## config.mk

```make
export PLATFORM = sky130hd
export DESIGN_NAME = lru_key_value_cache
export DESIGN_NICKNAME = d
export VERILOG_FILES = /design/src/design/lkv_pkg.sv /design/src/design/lru_key_value_cache.sv /design/src/design/lkv_ctrl.sv /design/src/design/lkv_datapath.sv
export SDC_FILE = /design/constraint.sdc
export NUM_CORES = 2
export LEC_CHECK = 0
export ABC_CLOCK_PERIOD_IN_PS = 12600
export BUFFER_PORTS_ARGS = -buffer_cell sky130_fd_sc_hd__buf_2
export CAP_MARGIN = 20
export CORE_MARGIN = 2
export CORE_UTILIZATION = 57
export DETAILED_ROUTE_END_ITERATION = 16
export GPL_TIMING_DRIVEN = 1
export PLACE_DENSITY_LB_ADDON = 0.05
export SYNTH_ARGS = -nofsm -noshare
export SYNTH_HDL_FRONTEND = slang
export SYNTH_HIERARCHICAL = 1
export SYNTH_SLANG_ARGS = --single-unit
export TNS_END_PERCENT = 20
```

## constraint.sdc

```tcl
create_clock -name clk -period 12.6 [get_ports clk]
set_clock_uncertainty 0.1 [all_clocks]
set_input_delay 1.26 -clock clk [delete_from_list [all_inputs] [get_ports clk]]
set_output_delay 1.26 -clock clk [all_outputs]
set_load 0.01 [all_outputs]
```

## src/design/lkv_pkg.sv

```systemverilog
// Shared types and constants for the LRU key-value cache.
package lkv_pkg;

  localparam int KEY_W   = 32;
  localparam int VAL_W   = 32;
  localparam int CFG_W   = 5;
  localparam int PADDR_W = 3;
  localparam int PDATA_W = 32;

  // Register map, indexed by word address
  localparam logic [PADDR_W-3:0] REG_CAPACITY = 1'b0;

  localparam logic [CFG_W-1:0] CAPACITY_RESET = 5'd16;

  typedef enum logic {
    OP_GET = 1'b0,
    OP_PUT = 1'b1
  } lkv_op_t;

  typedef enum logic [1:0] {
    S_IDLE,
    S_SCAN,
    S_APPLY,
    S_RESP
  } lkv_state_t;

  // Controller to datapath
  typedef struct packed {
    logic in_ready;
    logic scan;
    logic apply;
    logic out_load;
  } lkv_cmd_t;

  // Datapath to controller
  typedef struct packed {
    logic in_valid;
    logic scan_done;
    logic op_put;
    logic found;
    logic out_free;
  } lkv_status_t;

endpackage

```

## src/design/lru_key_value_cache.sv

```systemverilog
// Top level of the LRU key-value cache: configuration port, controller and datapath.
//
// Usage
//   Input stream (s_*): one word per operation. s_tuser is the operation
//   (0 get, 1 put); s_tdata holds key in [31:0] and value in [63:32].
//   Output stream (m_*): one word per get. m_tuser is the hit flag; m_tdata
//   is the stored value on a hit and zero on a miss. Puts give no word.
//   Configuration: register 0 at byte address 0 is capacity (5 bits); zero
//   acts as one, values above CAPACITY act as CAPACITY. Write while idle.
// Timing
//   Every entry's key is read from the key store one per cycle. An
//   operation is taken, scanned over every entry and then applied; a get
//   next waits until the output register is free and loads its result.
//   s_tready is high only between operations.
// Reset and stalls
//   Reset empties the cache at once (valid bits cleared, no clearing pass)
//   and sets capacity to 16. A stalled output word holds in its register;
//   the next operation is still taken and runs, and only a get waits for
//   the register to drain before its result is loaded.
module lru_key_value_cache #(
  parameter int CAPACITY = 16
) (
  input  logic                                      clk,
  input  logic                                      rst,
  // APB configuration port
  input  logic                                      psel,
  input  logic                                      penable,
  input  logic                                      pwrite,
  input  logic [lkv_pkg::PADDR_W-1:0]               paddr,
  input  logic [lkv_pkg::PDATA_W-1:0]               pwdata,
  output logic [lkv_pkg::PDATA_W-1:0]               prdata,
  output logic                                      pready,
  // Input stream
  input  logic                                      s_tvalid,
  output logic                                      s_tready,
  input  logic [lkv_pkg::KEY_W+lkv_pkg::VAL_W-1:0]  s_tdata,  // key, value
  input  logic                                      s_tuser,  // op
  // Output stream
  output logic                                      m_tvalid,
  input  logic                                      m_tready,
  output logic [lkv_pkg::VAL_W-1:0]                 m_tdata,  // read_value
  output logic                                      m_tuser   // hit
);
  import lkv_pkg::*;

  logic [CFG_W-1:0] capacity;
  lkv_cmd_t         cmd;
  lkv_status_t      status;
  logic             reg_sel;

  assign pready  = 1'b1;
  assign reg_sel = (paddr[PADDR_W-1:2] == REG_CAPACITY);

  // Capacity register
  always_ff @(posedge clk) begin
    if (rst) begin
      capacity <= CAPACITY_RESET;
    end else if (psel && penable && pwrite && pready && reg_sel) begin
      capacity <= pwdata[CFG_W-1:0];
    end
  end

  assign prdata = reg_sel ? PDATA_W'(capacity) : '0;

  lkv_ctrl u_ctrl (
    .clk    (clk),
    .rst    (rst),
    .status (status),
    .cmd    (cmd)
  );

  lkv_datapath #(
    .CAPACITY (CAPACITY)
  ) u_datapath (
    .clk      (clk),
    .rst      (rst),
    .cmd      (cmd),
    .status   (status),
    .capacity (capacity),
    .s_tvalid (s_tvalid),
    .s_tdata  (s_tdata),
    .s_tuser  (s_tuser),
    .m_tvalid (m_tvalid),
    .m_tready (m_tready),
    .m_tdata  (m_tdata),
    .m_tuser  (m_tuser)
  );

  assign s_tready = cmd.in_ready;

  // An accepted word always starts a scan
  a_accept_scan: assert property (@(posedge clk) disable iff (rst)
    s_tvalid && s_tready |=> cmd.scan)
    else $error("accepted word did not start a scan");

  // Controller phases never overlap
  a_phase_excl: assert property (@(posedge clk) disable iff (rst)
    $onehot0({cmd.in_ready, cmd.scan, cmd.apply, cmd.out_load}))
    else $error("controller phases overlap");

  // Scan completes only while scanning
  a_scan_done: assert property (@(posedge clk) disable iff (rst)
    status.scan_done |-> cmd.scan)
    else $error("scan done outside scan phase");

  // A loaded result is offered on the next cycle
  a_out_load: assert property (@(posedge clk) disable iff (rst)
    cmd.out_load |=> m_tvalid)
    else $error("loaded result not offered");

endmodule

```

## src/design/lkv_ctrl.sv

```systemverilog
// Controller state machine for the LRU key-value cache.
module lkv_ctrl (
  input  logic                clk,
  input  logic                rst,
  input  lkv_pkg::lkv_status_t status,
  output lkv_pkg::lkv_cmd_t    cmd
);
  import lkv_pkg::*;

  lkv_state_t state;
  lkv_state_t state_next;

  // Hold the state register
  always_ff @(posedge clk) begin
    if (rst) begin
      state <= S_IDLE;
    end else begin
      state <= state_next;
    end
  end

  // Advance through scan, apply and response
  always_comb begin
    state_next = state;
    cmd        = '0;
    case (state)
      S_IDLE: begin
        cmd.in_ready = 1'b1;
        // Leave idle only when a word is actually taken
        if (status.in_valid) begin
          state_next = S_SCAN;
        end
      end
      S_SCAN: begin
        cmd.scan = 1'b1;
        if (status.scan_done) begin
          state_next = S_APPLY;
        end
      end
      S_APPLY: begin
        cmd.apply = 1'b1;
        if (status.op_put) begin
          state_next = S_IDLE;
        end else begin
          state_next = S_RESP;
        end
      end
      S_RESP: begin
        cmd.out_load = status.out_free;
        if (status.out_free) begin
          state_next = S_IDLE;
        end
      end
      default: begin
        state_next = S_IDLE;
      end
    endcase
  end

endmodule

```

## src/design/lkv_datapath.sv

```systemverilog
// Datapath of the LRU key-value cache: stores, rank cells, scan and output register.
module lkv_datapath #(
  parameter int CAPACITY = 16
) (
  input  logic                                      clk,
  input  logic                                      rst,
  input  lkv_pkg::lkv_cmd_t                         cmd,
  output lkv_pkg::lkv_status_t                      status,
  input  logic [lkv_pkg::CFG_W-1:0]                 capacity,
  input  logic                                      s_tvalid,
  input  logic [lkv_pkg::KEY_W+lkv_pkg::VAL_W-1:0]  s_tdata,
  input  logic                                      s_tuser,
  output logic                                      m_tvalid,
  input  logic                                      m_tready,
  output logic [lkv_pkg::VAL_W-1:0]                 m_tdata,
  output logic                                      m_tuser
);
  import lkv_pkg::*;

  localparam int IDX_W = (CAPACITY > 1) ? $clog2(CAPACITY) : 1;
  localparam int CNT_W = $clog2(CAPACITY + 1);
  localparam int CMP_W = (CNT_W > CFG_W) ? CNT_W : CFG_W;
  localparam logic [IDX_W-1:0] LAST_IDX = IDX_W'(CAPACITY - 1);
  localparam logic [CMP_W-1:0] CAP_MAX  = CMP_W'(CAPACITY);

  // Stores
  logic [KEY_W-1:0] key_mem [CAPACITY];
  logic [VAL_W-1:0] val_mem [CAPACITY];

  // Rank cells
  logic [CAPACITY-1:0] valid_bits;
  logic [IDX_W-1:0]    rank [CAPACITY];
  logic [CNT_W-1:0]    entry_count;

  // Current word
  lkv_op_t          op_reg;
  logic [KEY_W-1:0] key_reg;
  logic [VAL_W-1:0] val_reg;

  // Scan pipeline
  logic [IDX_W-1:0] scan_idx;
  logic [IDX_W-1:0] idx_q;
  logic             cmp_en_q;
  logic [KEY_W-1:0] key_q;
  logic [VAL_W-1:0] val_q;

  // Scan results
  logic             found;
  logic [IDX_W-1:0] slot;
  logic [IDX_W-1:0] hit_rank;
  logic [IDX_W-1:0] victim_idx;
  logic             free_found;
  logic [IDX_W-1:0] free_idx;

  logic             load;
  logic             cmp_act;
  logic             cur_valid;
  logic [IDX_W-1:0] cur_rank;
  logic [IDX_W-1:0] count_m1;
  logic [CMP_W-1:0] cap_ext;
  logic [CMP_W-1:0] eff_cap;
  logic             evict;
  logic [IDX_W-1:0] target;
  logic             touch;
  logic             put_new;
  logic             put_any;

  assign load      = s_tvalid && cmd.in_ready;
  assign cmp_act   = cmd.scan && cmp_en_q;
  assign cur_valid = valid_bits[idx_q];
  assign cur_rank  = rank[idx_q];
  assign count_m1  = IDX_W'(entry_count - CNT_W'(1));

  // Clip the capacity register to a usable size
  always_comb begin
    cap_ext = CMP_W'(capacity);
    if (cap_ext == '0) begin
      eff_cap = CMP_W'(1);
    end else if (cap_ext > CAP_MAX) begin
      eff_cap = CAP_MAX;
    end else begin
      eff_cap = cap_ext;
    end
  end

  // Pick the slot to write: present key, else victim or first free entry
  always_comb begin
    evict = CMP_W'(entry_count) >= eff_cap;
    if (found) begin
      target = slot;
    end else if (evict && (!free_found || victim_idx < free_idx)) begin
      target = victim_idx;
    end else begin
      target = free_idx;
    end
  end

  assign put_any = cmd.apply && (op_reg == OP_PUT);
  assign put_new = put_any && !found;
  assign touch   = cmd.apply && found;

  // Latch the incoming word
  always_ff @(posedge clk) begin
    if (load) begin
      op_reg  <= lkv_op_t'(s_tuser);
      key_reg <= s_tdata[KEY_W-1:0];
      val_reg <= s_tdata[KEY_W+VAL_W-1:KEY_W];
    end
  end

  // Step the scan index and delay it alongside the key read
  always_ff @(posedge clk) begin
    if (rst) begin
      scan_idx <= '0;
      cmp_en_q <= 1'b0;
    end else begin
      cmp_en_q <= cmd.scan;
      if (load) begin
        scan_idx <= '0;
      end else if (cmd.scan) begin
        scan_idx <= (scan_idx == LAST_IDX) ? '0 : scan_idx + IDX_W'(1);
      end
    end
    idx_q <= scan_idx;
  end

  // Key and value stores, registered reads
  always_ff @(posedge clk) begin
    if (put_new) begin
      key_mem[target] <= key_reg;
    end
    key_q <= key_mem[scan_idx];
  end

  always_ff @(posedge clk) begin
    if (put_any) begin
      val_mem[target] <= val_reg;
    end
    val_q <= val_mem[slot];
  end

  // Collect hit, victim and first free entry over the scan
  always_ff @(posedge clk) begin
    if (rst) begin
      found      <= 1'b0;
      free_found <= 1'b0;
    end else if (load) begin
      found      <= 1'b0;
      free_found <= 1'b0;
    end else if (cmp_act) begin
      if (cur_valid && key_q == key_reg && !found) begin
        found <= 1'b1;
      end
      if (!cur_valid && !free_found) begin
        free_found <= 1'b1;
      end
    end
  end

  always_ff @(posedge clk) begin
    if (cmp_act) begin
      if (cur_valid && key_q == key_reg && !found) begin
        slot     <= idx_q;
        hit_rank <= cur_rank;
      end
      if (cur_valid && cur_rank == count_m1) begin
        victim_idx <= idx_q;
      end
      if (!cur_valid && !free_found) begin
        free_idx <= idx_q;
      end
    end
  end

  // Update recency ranks and valid bits in every cell at once
  always_ff @(posedge clk) begin
    if (rst) begin
      valid_bits <= '0;
      for (int i = 0; i < CAPACITY; i++) begin
        rank[i] <= '0;
      end
    end else begin
      for (int i = 0; i < CAPACITY; i++) begin
        if (touch) begin
          if (IDX_W'(i) == slot) begin
            rank[i] <= '0;
          end else if (valid_bits[i] && rank[i] < hit_rank) begin
            rank[i] <= rank[i] + IDX_W'(1);
          end
        end else if (put_new) begin
          if (IDX_W'(i) == target) begin
            valid_bits[i] <= 1'b1;
            rank[i]       <= '0;
          end else if (evict && IDX_W'(i) == victim_idx) begin
            valid_bits[i] <= 1'b0;
            rank[i]       <= '0;
          end else if (valid_bits[i]) begin
            rank[i] <= rank[i] + IDX_W'(1);
          end
        end
      end
    end
  end

  // Grow the fill only when nothing is evicted
  always_ff @(posedge clk) begin
    if (rst) begin
      entry_count <= '0;
    end else if (put_new && !evict) begin
      entry_count <= entry_count + CNT_W'(1);
    end
  end

  // Output register
  always_ff @(posedge clk) begin
    if (rst) begin
      m_tvalid <= 1'b0;
    end else if (cmd.out_load) begin
      m_tvalid <= 1'b1;
    end else if (m_tready) begin
      m_tvalid <= 1'b0;
    end
  end

  always_ff @(posedge clk) begin
    if (cmd.out_load) begin
      m_tuser <= found;
      m_tdata <= found ? val_q : '0;
    end
  end

  assign status.in_valid  = s_tvalid;
  assign status.scan_done = cmp_act && (idx_q == LAST_IDX);
  assign status.op_put    = (op_reg == OP_PUT);
  assign status.found     = found;
  assign status.out_free  = !m_tvalid || m_tready;

endmodule
```

After elaboration in Yosys (flattened, before gate mapping)
Memories as Yosys holds them, arrays and structs flattened. A register that Yosys moved wholly into a read port is not among the register bits.
Index checks and enable logic that the tools add are counted.
{"block": "totals", "regBits": 154, "latchBits": 0, "ram_bits": 1088, "rom_bits": 0, "inputBits": 107, "out_inout_bits": 68, "word_cells": 879, "n_memories": 3}
{"block": "op_classes", "add_sub_neg": 19, "n_mul": 0, "div": 0, "order_cmp": 20, "eq_ne": 55, "n_shift": 0, "muxes": 569, "bitwise_logic": 82, "n_reduce_logical": 97}
{"name": "u_datapath.key_mem", "words": 16, "word_bits": 32, "read_ports": 1, "rd_ports_with_merged_regs": 1, "write_ports": 1, "line_no": "lkv_datapath.sv:27", "text": "logic [KEY_W-1:0] key_mem [CAPACITY];"}
{"name": "u_datapath.val_mem", "words": 16, "word_bits": 32, "read_ports": 1, "rd_ports_with_merged_regs": 1, "write_ports": 1, "line_no": "lkv_datapath.sv:28", "text": "logic [VAL_W-1:0] val_mem [CAPACITY];"}
{"name": "u_datapath.rank", "words": 16, "word_bits": 4, "read_ports": 17, "rd_ports_with_merged_regs": 1, "write_ports": 16, "line_no": "lkv_datapath.sv:32", "text": "logic [IDX_W-1:0] rank [CAPACITY];"}
{"op": "2-to-1 mux 1 bit", "count": 477}
{"op": "2-to-1 mux 4 bit", "count": 83}
{"op": "equality test 4 bit, first input constant", "count": 24}
{"op": "OR 1 bit", "count": 80}
{"op": "adder 4 x 1 -> 4 bit, second input constant", "count": 17}
{"op": "< comparator 4 bit", "count": 17}
{"op": "AND reduction 3 bit", "count": 17}
{"op": "equality test 3 x 4 -> 1 bit, first input constant", "count": 12}
{"op": "logical AND 1 bit", "count": 47}
{"op": "nonzero test 2 bit", "count": 17}
{"op": "equality test 32 bit", "count": 1}
{"op": "equality test 2 x 4 -> 1 bit, first input constant", "count": 6}
{"op": "2-to-1 mux 5 bit", "count": 3}
{"op": "equality test 1 x 4 -> 1 bit, first input constant", "count": 3}
{"op": "zero test 4 bit", "count": 3}
{"op": "equality test 4 bit, second input constant", "count": 2}
{"op": "2-to-1 mux 2 bit", "count": 4}
{"op": "case mux 2 bit (4 select lines)", "count": 1}
{"op": "AND reduction 2 bit", "count": 3}
{"op": "adder 5 x 1 -> 5 bit, second input constant", "count": 1}
{"op": "greater-or-equal comparator 5 bit", "count": 1}
{"op": "> comparator 5 bit, second input constant", "count": 1}
{"op": "zero test 1 bit", "count": 5}
{"op": "zero test 5 bit", "count": 1}
{"op": "other kinds (12)", "count": 16}

Depth between registers and ports, before layout
{"block": "depth", "word_depth": 16, "mapped_depth": 15}

Cells and area by module
Netlist, hierarchy kept.
{"mod": "lkv_datapath", "n_inst": 1, "cells_each": 2453, "area_each_um2": 50875.0}
{"mod": "lru_key_value_cache", "n_inst": 1, "cells_each": 58, "area_each_um2": 494.2}
{"mod": "lkv_ctrl", "n_inst": 1, "cells_each": 13, "area_each_um2": 131.4}

Worst setup path after synthesis
Ideal clock, no wire load.
{"block": "synth_timing", "path_kind": "register -> register", "startpoint": "reg capacity[3]", "endpoint": "mem u_datapath.val_mem[0][0] (enable)", "setup_time_ps": 461, "arrival_time_ps": 4790, "t_required_ps": 12039, "path_slack_ps": 7249, "stages_incl_launch_ff": 15, "n_path_buf": 3, "path_cell_list": "dfxtp_1 > nor3_1 > nor2_1 > nor2_1 > ha_1 > nor3b_1 > o21ai_0 > and2_1 > clkbuf_1 > a221o_1 > and2_1 > clkbuf_1 > buf_2 > or2_2 > nor3_1"}
{"block": "synth_via", "elab_chain_cells": 7, "word_cells_on_any_way": 8}
{"item": "from (decl)", "line_no": "lru_key_value_cache.sv:46", "text": "logic [CFG_W-1:0] capacity;"}
{"item": "from (signal assigned)", "line_no": "lru_key_value_cache.sv:59", "text": "capacity <= pwdata[CFG_W-1:0];"}
{"item": "> comparator 5 bit", "line_no": "lkv_datapath.sv:79", "text": "end else if (cap_ext > CAP_MAX) begin"}
{"item": "2-to-1 mux 5 bit", "line_no": "lkv_datapath.sv:79"}
{"item": "2-to-1 mux 5 bit (*)", "line_no": "lkv_datapath.sv:77", "text": "if (cap_ext == '0) begin"}
{"item": "greater-or-equal comparator 5 bit (*)", "line_no": "lkv_datapath.sv:88", "text": "evict = CMP_W'(entry_count) >= eff_cap;"}
{"item": "logical AND 1 bit (*)", "line_no": "lkv_datapath.sv:91", "text": "end else if (evict && (!free_found || victim_idx < free_idx)) begin"}
{"item": "2-to-1 mux 4 bit (*)", "line_no": "lkv_datapath.sv:91"}
{"item": "2-to-1 mux 4 bit (*)", "line_no": "lkv_datapath.sv:89", "text": "if (found) begin"}
{"item": "to (decl)", "line_no": "lkv_datapath.sv:28"}
Every way passes the cells marked *; elsewhere a longest branch is shown, timed or not.

Final worst setup path
{"block": "layout_timing", "startpoint": "reg u_datapath.victim_idx[1]", "endpoint": "mem u_datapath.key_mem[4][9] (enable)"}
{"block": "layout_via", "elab_chain_cells": 5}
{"item": "from (decl)", "line_no": "lkv_datapath.sv:51", "text": "logic [IDX_W-1:0] victim_idx;"}
{"item": "from (signal assigned)", "line_no": "lkv_datapath.sv:167", "text": "victim_idx <= idx_q;"}
{"item": "< comparator 4 bit", "line_no": "lkv_datapath.sv:91"}
{"item": "logical OR 1 bit", "line_no": "lkv_datapath.sv:91"}
{"item": "logical AND 1 bit", "line_no": "lkv_datapath.sv:91"}
{"item": "2-to-1 mux 4 bit (*)", "line_no": "lkv_datapath.sv:91"}
{"item": "2-to-1 mux 4 bit (*)", "line_no": "lkv_datapath.sv:89"}
{"item": "to (decl)", "line_no": "lkv_datapath.sv:27"}
Marks and branches as above.

==> impl_metrics.prom <==
# TYPE chip_impl_metric gauge
chip_impl_info{name="status",value="completed"} 1
chip_impl_metric{name="tritoncts.num_buffers",unit=""} 133
chip_impl_metric{name="setup_slack",unit="ns"} 7.69
chip_impl_metric{name="worst_slew_margin_rel",unit="%"} 25.8
chip_impl_metric{name="cts-resized-gates",unit=""} 0
chip_impl_metric{name="htreeDepth",unit=""} 4
chip_impl_metric{name="synthesis.instances",unit=""} 2523
chip_impl_metric{name="timing.final.crit_share",unit="%"} 39.0
chip_impl_metric{name="drive_above_1_share",unit="%"} 27.6
chip_impl_info{name="buffer_type_at_the_clock_tree_root",value="clkbuf_16"} 1
chip_impl_metric{name="detail_route.wirelength",unit="mm"} 115
chip_impl_metric{name="diodes",unit=""} 0
chip_impl_info{name="tritoncts",value="yes"} 1
chip_impl_metric{name="avgSynthCellArea",unit="um^2"} 20.4
chip_impl_info{name="reg.largest.list",value="u_datapath/key_mem x512, u_datapath/val_mem x512, u_datapath/rank x64"} 1
chip_impl_metric{name="final-max-slew-violation-count",unit=""} 0
chip_impl_info{name="worstPathCellList",value="ha_1, a2111oi_4, o311ai_2, a221o_1, and2_1, nand2_1, or2_2, inv_2"} 1
chip_impl_metric{name="setup-violations-final",unit=""} 0
chip_impl_metric{name="grt_antenna_before_repair",unit=""} 3
chip_impl_metric{name="clkLatencyLatePin",unit="ns"} 0.74
chip_impl_metric{name="remaining_drc_errors",unit=""} 0
chip_impl_metric{name="p_per_area",unit="nW/um^2"} 154
chip_impl_metric{name="hold_violations",unit=""} 0
chip_impl_metric{name="global_route_wire_length_before_repair",unit="mm"} 170
chip_impl_metric{name="post_drt_wl_per_cell",unit="um"} 28.7
chip_impl_metric{name="peakVddDrop",unit="mV"} 0.147
chip_impl_metric{name="detail_route.vias_per_cell",unit=""} 6.29
chip_impl_metric{name="die_width",unit="um"} 305
chip_impl_metric{name="clk_transition_reported_paths",unit="ns"} 0.06
chip_impl_metric{name="std_cell_rows",unit=""} 110
chip_impl_metric{name="detailed_place_hpwl",unit="mm"} 60.2
chip_impl_metric{name="initialDrtViolationCount",unit=""} 2555
chip_impl_metric{name="coreArea",unit="um^2"} 89700
chip_impl_metric{name="post-cts-setup-buffer-count",unit=""} 0
chip_impl_metric{name="post-route-min-period",unit="ns"} 4.91
chip_impl_info{name="critical_path.startpoint_type",value="register"} 1
chip_impl_metric{name="detailroute.via_count",unit=""} 25200
chip_impl_info{name="worst_flop_to_flop_path_startpoint",value="u_datapath/victim_idx[1]"} 1
chip_impl_metric{name="depth_of_the_most_critical_reg_to_reg_path",unit=""} 8
chip_impl_metric{name="die_area",unit="um^2"} 92800
chip_impl_metric{name="synth_warnings",unit=""} 6
chip_impl_info{name="setup.worst_path.end_class",value="register"} 1
chip_impl_metric{name="slowest_delay",unit="ns"} 0.82
chip_impl_metric{name="critical_path_arrival",unit="ns"} 5.15
chip_impl_metric{name="ios",unit=""} 175
chip_impl_metric{name="synth.cell_area",unit="um^2"} 51500
chip_impl_metric{name="total_of_buffers_placed_on_input_and_output_ports",unit=""} 117
chip_impl_metric{name="r2r_setup_slack",unit="ns"} 7.69
chip_impl_metric{name="p_leak",unit="uW"} 0.0186
chip_impl_info{name="hold_path_startpoint",value="capacity[0]"} 1
chip_impl_info{name="crit_slowest_cell",value="inv_2"} 1
chip_impl_metric{name="critical_path_peak_fanout",unit=""} 32
chip_impl_metric{name="grt_max_degree",unit=""} 140
chip_impl_metric{name="maxCapViolCount",unit=""} 0
chip_impl_info{name="worst_setup_path_category",value="reg2reg"} 1
chip_impl_info{name="worst_r2r_endpoint",value="u_datapath/key_mem[4][9]"} 1
chip_impl_metric{name="finalHoldWorstSlack",unit="ns"} 0.400
chip_impl_info{name="unrepaired_setup_endpoints_after_global_routing",value="no"} 1
chip_impl_metric{name="preCtsSetupSlack",unit="ns"} 7.61
chip_impl_metric{name="fin_tns_setup",unit="ns"} 0
chip_impl_info{name="hold_path.class",value="reg2reg"} 1
chip_impl_metric{name="starting_density",unit="%"} 57.4
chip_impl_metric{name="worst_slew_pin_slew",unit="ns"} 1.10
chip_impl_metric{name="cts-hold-fix-buffers",unit=""} 0
chip_impl_metric{name="cts_num_sinks",unit=""} 1306
chip_impl_metric{name="timing.hold.worst_path_depth",unit=""} 2
chip_impl_info{name="min_delay_worst_endpoint",value="capacity[0]"} 1
chip_impl_metric{name="grt.overflow.total",unit=""} 0
chip_impl_metric{name="finalNetCount",unit=""} 2898
chip_impl_metric{name="cp.required",unit="ns"} 12.84
chip_impl_metric{name="grt_pass1_vias",unit=""} 25600
chip_impl_metric{name="ant_nets",unit=""} 0
chip_impl_metric{name="clock.fmax",unit="MHz"} 204
chip_impl_metric{name="gpl.final_weighted_congestion",unit=""} 0.935
chip_impl_metric{name="drt-pass1-iter-count",unit=""} 5
chip_impl_metric{name="grt_usage",unit="%"} 25.4
chip_impl_metric{name="area_growth_syn_to_layout",unit="%"} 12.7
chip_impl_metric{name="utilization",unit="%"} 64.7
chip_impl_metric{name="die_h",unit="um"} 305
chip_impl_metric{name="cts.path.max_buffers",unit=""} 3
## final cells by class
class,count,area [um^2]
clock buffer,184,3680
clock inverter,61,754
fill,6072,31700
inverter,26,97.6
multi-input combinational,1076,12800
sequential,1306,38200
tap,1176,1470
timing repair buffer,173,1050
## cell usage in the layout (no fill, tap or decap), types with 11 or more instances in the layout
master / n
a21oi_1: 46
nand4_1: 23
inv_1: 14
nand2_1: 59
dfxtp_1: 99
and2_1: 36
xor2_1: 53
nor3_1: 19
buf_4: 50
ha_1: 75
clkbuf_16: 135
clkinv_1: 15
o21ai_0: 29
nand2b_1: 31
buf_2: 117
inv_2: 11
edfxtp_1: 1202
conb_1: 28
nand3_1: 42
bufinv_16: 15
xnor2_1: 22
clkinv_2: 19
clkbuf_8: 12
nor2_1: 90
nor2_4: 15
nor2b_1: 38
mux4_2: 344
clkbuf_1: 37
## metrics by stage
stage	area, um^2	power [uW]	cells
2_1_floorplan	51600	5000	2549
3_3_place_gp	53600	5060	3752
3_5_place_dp	53600	5070	3753
4_1_cts	58000	9010	3998
5_1_grt	58100	9210	4002
6_report	58100	8930	4002
## where the power goes
| part | leakage, uW | switching (uW) | internal, uW |
|---|---|---|---|
| registers | 0.0117 | 62.4 | 4750 |
| clock network | 0.00217 | 1590 | 2360 |
| logic | 0.00473 | 83.3 | 77.0 |
## layer usage
metal	share of wire [%]	up-vias	track usage (%)
li1	-	10700	-
met1	43	13200	38.6
met2	47	1050	38.3
met3	7.5	191	4.42
met4	2.5	0	7.77
met5	0	-	0
## critical path: cells and delay by family, from the launching register on
kind	cells	cell delay [ns]
and+or+nand+nor	3	1.55
AOI/OAI and AO/OA	3	0.96
buffers and inverters	1	0.82
DFF	1	0.61
adders and majority gates	1	0.44
## worst max path at each step
stage                                endpoint  slack (ns)                startpoint  cells past startpoint
global route         u_datapath/key_mem[4][6]        7.46               capacity[3]                     12
CTS                 u_datapath/val_mem[3][19]        7.57  u_datapath/victim_idx[1]                      8
detailed placement  u_datapath/val_mem[3][19]        7.61               capacity[3]                     12
global placement    u_datapath/val_mem[3][19]        7.71               capacity[3]                     12
floorplan            u_datapath/val_mem[0][0]        7.25               capacity[3]                     14
finish               u_datapath/key_mem[4][9]        7.69  u_datapath/victim_idx[1]                      8
Power figures use the tool's default switching activity.
